### config.mk
export PLATFORM = sky130hd
export DESIGN_NAME = nat64_ipv6_address_synthesis
export DESIGN_NICKNAME = d
export VERILOG_FILES = /design/src/sv/n64as_pkg.sv /design/src/sv/n64as_classify.sv /design/src/sv/nat64_ipv6_address_synthesis.sv
export SDC_FILE = /design/constraint.sdc
export NUM_CORES = 1
export LEC_CHECK = 0
export ABC_AREA = 1
export BUFFER_PORTS_ARGS = -buffer_cell sky130_fd_sc_hd__buf_2
export CAP_MARGIN = 5
export CORE_MARGIN = 4
export CORE_UTILIZATION = 50
export DETAILED_ROUTE_END_ITERATION = 8
export PLACE_DENSITY_LB_ADDON = 0.2
export RECOVER_POWER = 25
export SYNTH_ARGS = -nofsm -noshare
export SYNTH_HDL_FRONTEND = slang
export SYNTH_HIERARCHICAL = 1
export SYNTH_SLANG_ARGS = --single-unit
export TNS_END_PERCENT = 20
### constraint.sdc
create_clock -name clk -period 13.95 [get_ports clk]
set_input_delay 1.395 -clock clk [delete_from_list [all_inputs] [get_ports clk]]
set_output_delay 1.395 -clock clk [all_outputs]
set_load 0.01 [all_outputs]
### src/sv/n64as_pkg.sv
// shared types, constants and byte placement functions for nat64 address synthesis
`timescale 1ns / 1ps

package n64as_pkg;

  localparam int unsigned ADDR_BYTES = 16;
  localparam int unsigned HALF_W     = 64;
  localparam int unsigned V4_W       = 32;
  localparam int unsigned CODE_W     = 3;

  // well-known ipv4 addresses 192.0.0.170 and 192.0.0.171 differ in the last bit only
  localparam logic [7:0] WK_OCT0 = 8'd192;
  localparam logic [7:0] WK_OCT1 = 8'd0;
  localparam logic [7:0] WK_OCT2 = 8'd0;
  localparam logic [7:0] WK_OCT3 = 8'd170;
  localparam logic [7:0] WK_OCT3_MASK = 8'hFE;

  // byte 0 of the ipv6 address sits at index 0, the most significant byte
  typedef logic [0:ADDR_BYTES-1][7:0] addr_bytes_t;
  typedef logic [0:3][7:0]            v4_bytes_t;

  typedef enum logic [CODE_W-1:0] {
    PFX_32    = 3'd0,
    PFX_40    = 3'd1,
    PFX_48    = 3'd2,
    PFX_56    = 3'd3,
    PFX_64    = 3'd4,
    PFX_96    = 3'd5,
    PFX_UNREC = 3'd6
  } prefix_code_t;

  // status handed from the classifier to the pipeline
  typedef struct packed {
    prefix_code_t code;
    logic         u_octet;
  } class_t;

  function automatic logic is_wk(input v4_bytes_t v);
    is_wk = (v[0] == WK_OCT0) && (v[1] == WK_OCT1) && (v[2] == WK_OCT2) &&
            ((v[3] & WK_OCT3_MASK) == WK_OCT3);
  endfunction

  // pick the four bytes that carry the ipv4 address for a prefix
  function automatic v4_bytes_t pick_v4(input addr_bytes_t b, input prefix_code_t code);
    v4_bytes_t v;
    unique case (code)
      PFX_32:  v = {b[4], b[5], b[6], b[7]};
      PFX_40:  v = {b[5], b[6], b[7], b[9]};
      PFX_48:  v = {b[6], b[7], b[9], b[10]};
      PFX_56:  v = {b[7], b[9], b[10], b[11]};
      PFX_64:  v = {b[9], b[10], b[11], b[12]};
      default: v = {b[12], b[13], b[14], b[15]};
    endcase
    return v;
  endfunction

  // write the ipv4 address over the same positions, u-octet cleared where used
  function automatic addr_bytes_t place_v4(input addr_bytes_t b, input v4_bytes_t v,
                                           input prefix_code_t code, input logic u_oct);
    addr_bytes_t r;
    r = b;
    unique case (code)
      PFX_32: begin
        r[4] = v[0]; r[5] = v[1]; r[6] = v[2]; r[7] = v[3];
      end
      PFX_40: begin
        r[5] = v[0]; r[6] = v[1]; r[7] = v[2]; r[9] = v[3];
      end
      PFX_48: begin
        r[6] = v[0]; r[7] = v[1]; r[9] = v[2]; r[10] = v[3];
      end
      PFX_56: begin
        r[7] = v[0]; r[9] = v[1]; r[10] = v[2]; r[11] = v[3];
      end
      PFX_64: begin
        r[9] = v[0]; r[10] = v[1]; r[11] = v[2]; r[12] = v[3];
      end
      default: begin
        r[12] = v[0]; r[13] = v[1]; r[14] = v[2]; r[15] = v[3];
      end
    endcase
    if (u_oct) begin
      r[8] = 8'd0;
    end
    return r;
  endfunction

endpackage

### src/sv/n64as_classify.sv
// trailing zero byte count of the ipv6 address mapped to a prefix code
`timescale 1ns / 1ps

module n64as_classify (
  input  n64as_pkg::addr_bytes_t addr,
  output n64as_pkg::class_t      cls
);
  import n64as_pkg::*;

  logic [ADDR_BYTES-1:0] zb;

  always_comb begin
    for (int i = 0; i < ADDR_BYTES; i++) begin
      zb[i] = (addr[i] == 8'd0);
    end
  end

  // exact trailing zero counts 0, 3, 4, 5, 6 and 8 are recognized
  always_comb begin
    priority if (!zb[15]) begin
      cls.code = PFX_96;
    end else if (zb[14] && zb[13] && !zb[12]) begin
      cls.code = PFX_64;
    end else if (zb[14] && zb[13] && zb[12] && !zb[11]) begin
      cls.code = PFX_56;
    end else if (zb[14] && zb[13] && zb[12] && zb[11] && !zb[10]) begin
      cls.code = PFX_48;
    end else if (zb[14] && zb[13] && zb[12] && zb[11] && zb[10] && !zb[9]) begin
      cls.code = PFX_40;
    end else if (&zb[14:8] && !zb[7]) begin
      cls.code = PFX_32;
    end else begin
      cls.code = PFX_UNREC;
    end
    cls.u_octet = (cls.code == PFX_40) || (cls.code == PFX_48) || (cls.code == PFX_56);
  end

endmodule

### src/sv/nat64_ipv6_address_synthesis.sv
// top level: three-stage pipeline that embeds an ipv4 address into a nat64 ipv6 address
`timescale 1ns / 1ps

// Takes one transaction per clock while the output side does not stall and returns one
// result per transaction, in order. Stage one counts the trailing zero bytes of the
// 128-bit address and infers the prefix (/32, /40, /48, /56, /64 or /96, else
// unrecognized); stage two checks that 192.0.0.170 or 192.0.0.171 sits at that
// prefix's position, with the u-octet (byte 8) required to be zero for /40, /48 and
// /56; stage three writes the given ipv4 address into the same bytes and registers
// the result. An unrecognized count places the ipv4 address in bytes 12 to 15,
// reports prefix code 6 and clears addr_valid; a failed check still embeds the
// address. Each stage holds its own valid bit and advances whenever the stage after
// it is empty or moving, so a stall on the output backs up stage by stage and loses
// nothing; in_stall rises only when all three stages hold transactions and the
// output is stalled.
module nat64_ipv6_address_synthesis (
  input  logic                                clk,
  input  logic                                rst_n,
  input  logic                                in_valid,
  output logic                                in_stall,
  input  logic [n64as_pkg::HALF_W-1:0]        in_synth_addr_hi,
  input  logic [n64as_pkg::HALF_W-1:0]        in_synth_addr_lo,
  input  logic [n64as_pkg::V4_W-1:0]          in_ipv4_addr,
  output logic                                out_valid,
  input  logic                                out_stall,
  output logic [n64as_pkg::HALF_W-1:0]        out_result_addr_hi,
  output logic [n64as_pkg::HALF_W-1:0]        out_result_addr_lo,
  output logic [n64as_pkg::CODE_W-1:0]        out_prefix_code,
  output logic                                out_addr_valid
);
  import n64as_pkg::*;

  // stage one: classified address
  logic        s1_v_r;
  addr_bytes_t s1_addr_r;
  v4_bytes_t   s1_v4_r;
  class_t      s1_cls_r;

  // stage two: well-known check done
  logic        s2_v_r;
  addr_bytes_t s2_addr_r;
  v4_bytes_t   s2_v4_r;
  class_t      s2_cls_r;
  logic        s2_ok_r;

  // stage three: output registers
  logic         out_v_r;
  addr_bytes_t  out_addr_r;
  prefix_code_t out_code_r;
  logic         out_ok_r;

  addr_bytes_t in_addr;
  class_t      in_cls;
  logic        s2_ok_nxt;
  addr_bytes_t out_addr_nxt;

  logic out_adv, s2_adv, s1_adv;

  // a stage loads when it is empty or its content moves on in the same cycle
  assign out_adv  = !out_v_r || !out_stall;
  assign s2_adv   = !s2_v_r || out_adv;
  assign s1_adv   = !s1_v_r || s2_adv;
  assign in_stall = !s1_adv;

  assign in_addr = {in_synth_addr_hi, in_synth_addr_lo};

  n64as_classify u_classify (
    .addr (in_addr),
    .cls  (in_cls)
  );

  // u-octet must be zero for the prefixes that straddle byte 8
  always_comb begin
    if (s1_cls_r.code == PFX_UNREC) begin
      s2_ok_nxt = 1'b0;
    end else begin
      s2_ok_nxt = is_wk(pick_v4(s1_addr_r, s1_cls_r.code)) &&
                  (!s1_cls_r.u_octet || (s1_addr_r[8] == 8'd0));
    end
  end

  assign out_addr_nxt = place_v4(s2_addr_r, s2_v4_r, s2_cls_r.code, s2_cls_r.u_octet);

  // valid bits
  always_ff @(posedge clk) begin
    if (!rst_n) begin
      s1_v_r  <= 1'b0;
      s2_v_r  <= 1'b0;
      out_v_r <= 1'b0;
    end else begin
      if (s1_adv) begin
        s1_v_r <= in_valid;
      end
      if (s2_adv) begin
        s2_v_r <= s1_v_r;
      end
      if (out_adv) begin
        out_v_r <= s2_v_r;
      end
    end
  end

  // payload, no reset
  always_ff @(posedge clk) begin
    if (s1_adv) begin
      s1_addr_r <= in_addr;
      s1_v4_r   <= in_ipv4_addr;
      s1_cls_r  <= in_cls;
    end
    if (s2_adv) begin
      s2_addr_r <= s1_addr_r;
      s2_v4_r   <= s1_v4_r;
      s2_cls_r  <= s1_cls_r;
      s2_ok_r   <= s2_ok_nxt;
    end
    if (out_adv) begin
      out_addr_r <= out_addr_nxt;
      out_code_r <= s2_cls_r.code;
      out_ok_r   <= s2_ok_r;
    end
  end

  assign out_valid          = out_v_r;
  assign out_result_addr_hi = out_addr_r[0:7];
  assign out_result_addr_lo = out_addr_r[8:15];
  assign out_prefix_code    = out_code_r;
  assign out_addr_valid     = out_ok_r;

  // a valid flag never comes with an unrecognized prefix
  a_valid_needs_prefix: assert property (@(posedge clk) disable iff (!rst_n)
    out_v_r |-> !(out_ok_r && (out_code_r == PFX_UNREC)))
    else $error("addr_valid set with unrecognized prefix");

  // an empty output stage never backs up the input
  a_no_stall_when_empty: assert property (@(posedge clk) disable iff (!rst_n)
    !out_v_r |-> !in_stall)
    else $error("input stalled while output stage empty");

  // a held middle stage keeps its transaction
  a_s2_holds: assert property (@(posedge clk) disable iff (!rst_n)
    (s2_v_r && !s2_adv) |=> (s2_v_r && $stable(s2_addr_r) && $stable(s2_ok_r)))
    else $error("middle stage lost or changed a held transaction");

  // u-octet is cleared in the result wherever it is part of the placement
  a_u_octet_zero: assert property (@(posedge clk) disable iff (!rst_n)
    (out_v_r && ((out_code_r == PFX_40) || (out_code_r == PFX_48) ||
                 (out_code_r == PFX_56))) |-> (out_addr_r[8] == 8'd0))
    else $error("u-octet not cleared");

endmodule
==> results of run 1 <==
## cell type report
cell class	count	area (um^2)
antenna	1	2.502
clock buffer	56	1210
clock inverter	25	280.3
fill	2603	13100
inverter	119	456.7
multi-input combinational	598	2733
sequential	464	13900
tap	448	560.5
timing repair buffer	304	1539
## routing by layer
metal | routed length, um | vias up
li1 | - | 4964
met1 | 17360 | 5122
met2 | 21110 | 569
met3 | 3922 | 105
met4 | 1475 | 2
met5 | 7 | -
## power by group
part	total, uW	switching, uW	internal (uW)
sequential	1650	38.9	1610
combinational	117	71.4	45.8
clock	1220	495	727
## kinds of logic (layout without fill, tap and decap cells)
group	count (synthesis)	after routing	share of synthesized area, %
flops	464	464	80.75
simple gates	460	460	10.72
other cells	0	1	0
compound gates	138	138	5.094
buf+inv	150	504	3.437
## layout by cell type, fill, tap and decap left out, types with 2 or more instances in the layout
| master | synthesis | layout |
|---|---|---|
| sky130_fd_sc_hd__clkinv_1 | 0 | 7 |
| sky130_fd_sc_hd__o21ai_0 | 40 | 40 |
| sky130_fd_sc_hd__nor2_1 | 110 | 109 |
| sky130_fd_sc_hd__nor3_1 | 4 | 4 |
| sky130_fd_sc_hd__dfxtp_1 | 3 | 3 |
| sky130_fd_sc_hd__buf_2 | 11 | 297 |
| sky130_fd_sc_hd__o22ai_1 | 32 | 32 |
| sky130_fd_sc_hd__inv_6 | 0 | 4 |
| sky130_fd_sc_hd__nor4_1 | 4 | 4 |
| sky130_fd_sc_hd__buf_4 | 4 | 7 |
| sky130_fd_sc_hd__bufinv_16 | 0 | 6 |
| sky130_fd_sc_hd__a21oi_1 | 25 | 25 |
| sky130_fd_sc_hd__a221oi_1 | 13 | 13 |
| sky130_fd_sc_hd__nand4_1 | 2 | 2 |
| sky130_fd_sc_hd__nor2_2 | 9 | 10 |
| sky130_fd_sc_hd__nand2_1 | 282 | 281 |
| sky130_fd_sc_hd__nand3_1 | 44 | 44 |
| sky130_fd_sc_hd__clkbuf_16 | 0 | 47 |
| sky130_fd_sc_hd__inv_1 | 119 | 117 |
| sky130_fd_sc_hd__clkinv_2 | 0 | 8 |
| sky130_fd_sc_hd__edfxtp_1 | 461 | 461 |
| sky130_fd_sc_hd__o221ai_1 | 24 | 24 |
| sky130_fd_sc_hd__clkbuf_1 | 15 | 9 |
| sky130_fd_sc_hd__o211ai_1 | 3 | 3 |
| sky130_fd_sc_hd__or2_2 | 2 | 2 |
## sequential cells by signal, indices dropped and copies added (netlist names)
| name | count |
|---|---|
| out_result_addr_lo | 64 |
| s2_ok_r | 1 |
| out_addr_valid | 1 |
| s2_v_r | 1 |
| out_prefix_code | 3 |
| out_addr_nxt | 32 |
| s2_v4_r | 32 |
| s2_addr_r | 96 |
| out_valid | 1 |
| out_result_addr_hi | 64 |
| s1_addr_r | 128 |
| s1_cls_r | 4 |
| s2_cls_r | 4 |
| s1_v_r | 1 |
| s1_v4_r | 32 |
## metrics by stage
| step | cell area [um^2] | total power [uW] |
|---|---|---|
| 2_1_floorplan | 17220 | 1709 |
| 3_3_place_gp | 19190 | 1795 |
| 3_5_place_dp | 19190 | 1799 |
| 4_1_cts | 20680 | 3018 |
| 5_1_grt | 20680 | 3091 |
| 6_report | 20680 | 2991 |
## worst max-delay path, stage by stage
cell	delay [ns]
sky130_fd_sc_hd__buf_2	0.11
sky130_fd_sc_hd__nand2_4	0.74
sky130_fd_sc_hd__nor2_1	0.22
sky130_fd_sc_hd__inv_6	0.71
sky130_fd_sc_hd__nor2_1	0.26
sky130_fd_sc_hd__buf_2	0.22
## final timing paths
check | cells past startpoint | slack, ns | startpoint | endpoint
setup reg to reg | 6 | 9.73 | out_valid | s1_addr_r[95]
setup / recovery | 6 | 8.89 | out_stall | in_stall
hold / removal | 0 | 0.41 | s1_addr_r[104] | out_addr_nxt[104]
hold reg to reg | 0 | 0.41 | s1_addr_r[104] | out_addr_nxt[104]
==> parameters.txt, run 1 <==
Parameter                              Value

Cells and area
  Layout-stage area growth over the synthesis result    20.14%
  Final-stage net count    1697
  Final standard cell utilization of the core    between 60% and 70%
  Non-filler instance count after layout    just over 2000
  Fraction of layout instances using a drive strength above 1    about a quarter

Pwr
  VDD IR max    between 0.07 and 0.08 mV
  Lkg Pwr    0.008685 uW
  Power Dens Cells    144.6 mW/mm^2

Place
  # port buffers    slightly below 300
  Post-placement cell count    between 1500 and 2000
  HPWL after detailed placement    approximately 31000 um
  Final estimated routing congestion in global placement    between 0.9 and 1
  Worst-case setup slack after placement    ~8.4 ns

Yosys
  Post-synthesis cell area    ~0.017 mm^2
  Largest cells by area after synthesis    sky130_fd_sc_hd__edfxtp_1 80%, sky130_fd_sc_hd__nand2_1 6.1%, sky130_fd_sc_hd__inv_1 2.6%, sky130_fd_sc_hd__nor2_1 2.4%, sky130_fd_sc_hd__nand3_1 1.3%
  Mean area per synthesized cell    ~14 um^2
  Library cell occupying the most area in the post-synthesis netlist    sky130_fd_sc_hd__edfxtp_1
  Synthesized flop and latch total    about 460
  Synthesized net count    between 1000 and 1500
  Library cells used by synthesis    25
  Most frequent cells after synthesis    461 x sky130_fd_sc_hd__edfxtp_1, 282 x sky130_fd_sc_hd__nand2_1, 119 x sky130_fd_sc_hd__inv_1
  Most used flip-flop cell after synthesis    sky130_fd_sc_hd__edfxtp_1
  Number of flops mapped to enable cells by yosys    461
  Share of flip-flops with an asynchronous set or reset after synthesis    0%
  Register area share after synthesis    roughly four fifths
  Most repeated cell in the gate-level netlist after synthesis    sky130_fd_sc_hd__edfxtp_1
  Count of warnings emitted by yosys    6
  Cells after synthesis    roughly 1200
  Share of the synthesized area in the top cell type    approximately 80%

Floorplan
  Initial standard-cell utilization of the core    50.96%
  Placement row count    67
  Chip width    193.6 um
  Count of pins on the block boundary    298
  Core footprint    between 0.03 and 0.04 mm^2
  Die extent in y    193.6 um
  Die outline area    between 0.03 and 0.04 mm^2

Worst setup path
  CP Class    input pin to output port
  Maximum fanout count along the critical path    between 90 and 100
  Worst endpoint data arrival time    about 3.7 ns
  Sort of element at the end of the critical path    output port
  Startpoint Class    input pin
  Data required time at the worst endpoint    about 13 ns

CTS
  Number of buffers inserted for hold repair after clock tree synthesis    0
  Num Clock Sinks    between 400 and 500
  Library cell used as clock root buffer    sky130_fd_sc_hd__clkbuf_16
  Register clock-pin slew on the reported worst setup and hold paths    about 0.060 ns
  Number of buffers added by the clock tree synthesis step    46
  Maximum level of the CTS H-tree    2
  TritonCTS clock tree    done
  Quantity of gates resized following cts    0
  Post-CTS setup-driven buffer insertion count    0
  Clock latency at the later pin of the worst-skew pair    roughly 0.54 ns
  Clock Path Buffers    3

Global routing
  GR Util met1    between 30% and 40%
  Largest net degree at the start of global routing    between 100 and 150
  Wire length of the first global-routing pass    64070 um
  Met2 routing resource usage after global routing    between 30% and 40%
  Number of global-route vias before repair    roughly 11000
  Total gr overflow    0
  Most heavily used metal layer in global routing    met2
  Antenna violations before repair    2
  Global-route usage over all layers    between 20% and 30%
  GR met3 Demand/Resource    between 4 and 5%

Worst hold path
  Kind of path behind the tightest hold check    flip-flop to flip-flop

STA
  Transition time of the tightest slew-check pin    about 1.1 ns
  Minimum hold slack    roughly 0.41 ns
  Final setup vio count    0
  Period Utilization, post-route    36.25%
  Skew final    about 0.018 ns
  RSZ-0062 raised after global routing    false
  Pins Over Slew Limit    0
  Worst setup margin    8.894 ns
  Normalized max-slew margin    28.05%
  Total count of hold-check failures in the final report    0
  Sum of negative setup slack    0 ns
  Highest clock rate    slightly below 200 MHz
  Crit path time final    just over 5 ns

Routing
  Total detailed-routing wirelength    43880 um
  Number of DRC markers in iteration 0    approximately 1100
  Vias per std cell    5.341
  Final routed DRC violation total    0
  Count of TritonRoute iterations in the first routing pass    6
  DR vias    about 11000
  Post-route antenna net violation count    0
  WL/cell    21.77 um

Run
  Number of violations of the max-capacitance limit    0

Run status
  Run status    complete, no violations
Power figures use the tool's default switching activity.
==> run 2, diff against run 1 <==
==> constraint.sdc (replaced) <==
create_clock -name clk -period 4.4 [get_ports clk]
set_input_delay 0.44 -clock clk [delete_from_list [all_inputs] [get_ports clk]]
set_output_delay 0.44 -clock clk [all_outputs]
set_load 0.01 [all_outputs]
==> run 2 against run 1 <==
Against the previous run: register-to-register slack worse by 8.1 ns; sequential cell count unchanged; largest power group unchanged; largest cell class unchanged; critical path depth is 3 higher; non-clock buffer count increased by 4; worst hold slack got worse by 0.35 ns; core utilization up 0.074 points; die area stayed put; sequential share of layout area fell by 0.075 points; total power rose to 3.2 times the previous value; clock skew increased by 0.0044 ns; global-route usage rose by 0.24 points; clock power rose to 3.2 times the previous value.
==> parameters.txt, run 2 (synthesized netlist as in run 1, its figures left out) <==
Parameter                              Value

Floorplan
  Chip width    193.6 um (unchanged)
  Count of pins on the block boundary    298 (unchanged)
  Die outline area    0.03747 mm^2 (unchanged)
  Placement row count    67 (unchanged)
  Initial standard-cell utilization of the core    50.96% (unchanged)
  Die extent in y    193.6 um (unchanged)
  Core footprint    0.03378 mm^2 (unchanged)

STA
  RSZ-0062 raised after global routing    false
  Total count of hold-check failures in the final report    0 (unchanged)
  Period Utilization, post-route    63.52%
  Transition time of the tightest slew-check pin    0.9668 ns (-0.1124 ns)
  Highest clock rate    357.8 MHz
  Crit path time final    2.795 ns
  Skew final    0.02260 ns (+0.004406 ns)
  Final setup vio count    0 (unchanged)
  Pins Over Slew Limit    0 (unchanged)
  Normalized max-slew margin    35.48% (+7.4 points)

Cells and area
  Layout-stage area growth over the synthesis result    20.28%
  Total area of multi-input combinational cells    0.002749 mm^2 (+0.60%)
  Fraction of layout instances using a drive strength above 1    21.51% (-3.1 points)
  Largest registers    s1_addr_r (128), s2_addr_r (96)
  Final-stage net count    1702 (+0.29%)
  Flip-flop count of the largest register, all copies and words added    128 (unchanged)
  Leading cell type in the layout, fill and taps excluded    sky130_fd_sc_hd__edfxtp_1
  Top library cells by usage in the layout, fill and taps aside    461 x sky130_fd_sc_hd__edfxtp_1, 281 x sky130_fd_sc_hd__nand2_1, 240 x sky130_fd_sc_hd__buf_2
  Count of fill cells added during filler insertion    2636 (+1.3%)
  Register ranked first by flip-flop count    s1_addr_r
  Final standard cell utilization of the core    61.30% (+0.074 points)
  Area used by sequential logic in the layout    0.01390 mm^2 (about the same)

Pwr
  Proportion of power drawn by flip-flops and latches    55.3% (about the same)
  Portion of total power attributed to the clock network    40.8% (about the same)
  Internal power consumption    7546 uW (+220%)
  Power, Total    9478 uW (+220%)
  Switching power    1932 uW (+220%)
  Power Dens Cells    457.6 mW/mm^2 (+220%)
  VDD IR max    0.3477 mV (+340%)
  Lkg Pwr    0.008553 uW (-1.5%)
  Switching Fraction    20.38% (+0.16 points)
  Share of total power in combinational logic    3.8% (about the same)

Worst setup path
  Crit-path leading delay family    simple AND/OR/NAND/NOR gates
  Chain of cells forming the critical path    inv_1, nand3_1, buf_4, inv_1, nor2_2, nand2_1, nor2_1, nand2_1, o211ai_1
  Startpoint Class    flip-flop
  Sum of buffers and inverters on the critical path    3 (unchanged)
  CP Class    flip-flop to flip-flop
  Maximum fanout count along the critical path    29 (-70%)
  Slowest Stage Delay on Critical Path    0.57 ns (-0.17 ns)
  Cell at the slowest stage of the critical path    sky130_fd_sc_hd__edfxtp_1
  Worst endpoint data arrival time    3.17 ns (-0.49 ns)
  Sort of element at the end of the critical path    flip-flop
  Data required time at the worst endpoint    4.78 ns (-7.78 ns)

CTS
  Number of buffers inserted for hold repair after clock tree synthesis    0 (unchanged)
  Num Clock Sinks    464 (unchanged)
  Number of buffers added by the clock tree synthesis step    47 (+2.2%)
  Maximum level of the CTS H-tree    2 (unchanged)
  Library cell used as clock root buffer    sky130_fd_sc_hd__clkbuf_16
  Post-CTS setup-driven buffer insertion count    0 (unchanged)
  Clock latency at the later pin of the worst-skew pair    0.55 ns (about the same)
  Quantity of gates resized following cts    0 (unchanged)
  TritonCTS clock tree    done
  Register clock-pin slew on the reported worst setup and hold paths    0.06 ns (about the same)
  Clock Path Buffers    3 (unchanged)

Place
  HPWL after detailed placement    31970 um (+2.1%)
  # port buffers    297 (unchanged)
  Final estimated routing congestion in global placement    0.9588 (+2.9%)

Routing
  Final routed DRC violation total    0 (unchanged)
  Number of DRC markers in iteration 0    1062 (-6.7%)
  Vias per std cell    5.276 (-1.2%)
  Post-route antenna net violation count    0 (unchanged)
  DR vias    10674 (-0.82%)
  Count of TritonRoute iterations in the first routing pass    5 (-1)
  WL/cell    21.80 um (+0.11%)
  Total detailed-routing wirelength    44100 um (+0.50%)

Global routing
  Number of global-route vias before repair    10517 (+0.095%)
  Global-route usage over all layers    22.85% (+0.24 points)
  Total gr overflow    0 (unchanged)
  Antenna violations before repair    4 (+2)
  Wire length of the first global-routing pass    64760 um (+1.1%)
  Largest net degree at the start of global routing    167 (+55%)

Run
  Number of violations of the max-capacitance limit    0 (unchanged)

Worst hold path
  Kind of path behind the tightest hold check    input pin to flip-flop

Run status
  Run status    complete, no violations
[run 2: area by class of cell]
| type | count | area share, % |
|---|---|---|
| timing repair buffer | 308 | 7.292 |
| clock buffer | 60 | 6.162 |
| antenna | 4 | 0.04833 |
| inverter | 119 | 2.193 |
| sequential | 464 | 67.14 |
| tap | 448 | 2.707 |
| multi-input combinational | 598 | 13.27 |
| clock inverter | 22 | 1.184 |
[run 2: power by group through the flow]
stage	logic [uW]	clock network [uW]	registers, uW
6_report	364	3870	5240
5_1_grt	395	4160	5260
4_1_cts	374	3940	5240
3_5_place_dp	372	0	5330
3_3_place_gp	366	0	5330
2_1_floorplan	101	0	5310
[run 2: worst paths after layout]
check / start / endpoint / slack, ns / cells past startpoint
setup reg to reg: s2_cls_r[3] / out_result_addr_lo[54] / 1.61 / 9
hold reg to reg: out_addr_nxt[102] / out_result_addr_hi[38] / 0.41 / 0
setup / recovery: s2_cls_r[3] / out_result_addr_lo[54] / 1.61 / 9
hold / removal: in_synth_addr_hi[54] / s1_addr_r[118] / 0.06 / 1
[run 2: worst reg2reg max path, cell delays in order, from the launching register on]
cell and delay, ns:
sky130_fd_sc_hd__edfxtp_1 0.57, sky130_fd_sc_hd__inv_1 0.26, sky130_fd_sc_hd__nand3_1 0.12, sky130_fd_sc_hd__buf_4 0.32
sky130_fd_sc_hd__inv_1 0.18, sky130_fd_sc_hd__nor2_2 0.35, sky130_fd_sc_hd__nand2_1 0.12, sky130_fd_sc_hd__nor2_1 0.44
sky130_fd_sc_hd__nand2_1 0.12, sky130_fd_sc_hd__o211ai_1 0.14
[run 2: metrics by stage]
step / hold WS, ns / instances / setup TNS, ns / worst slack, ns / cell area, um^2
after floorplan: 0.4003 / 1212 / -446.61 / -2.723 / 17250
after global placement: 0.4000 / 1937 / 0 / 1.795 / 19250
after detailed placement: 0.4045 / 1937 / 0 / 1.665 / 19250
after CTS: 0.03291 / 2019 / 0 / 1.663 / 20770
after global routing: 0.03803 / 2023 / 0 / 1.342 / 20710
final: 0.05990 / 2023 / 0 / 1.605 / 20710
[run 2: layer usage]
layer | track usage [%] | vias to the layer above | part of all wire (%)
met1 | 31.51 | 5090 | 41
met5 | 0 | - | 0
li1 | - | 4977 | -
met4 | 7.160 | 0 | 2.9
met2 | 36.83 | 530 | 48
met3 | 5.097 | 77 | 8.6
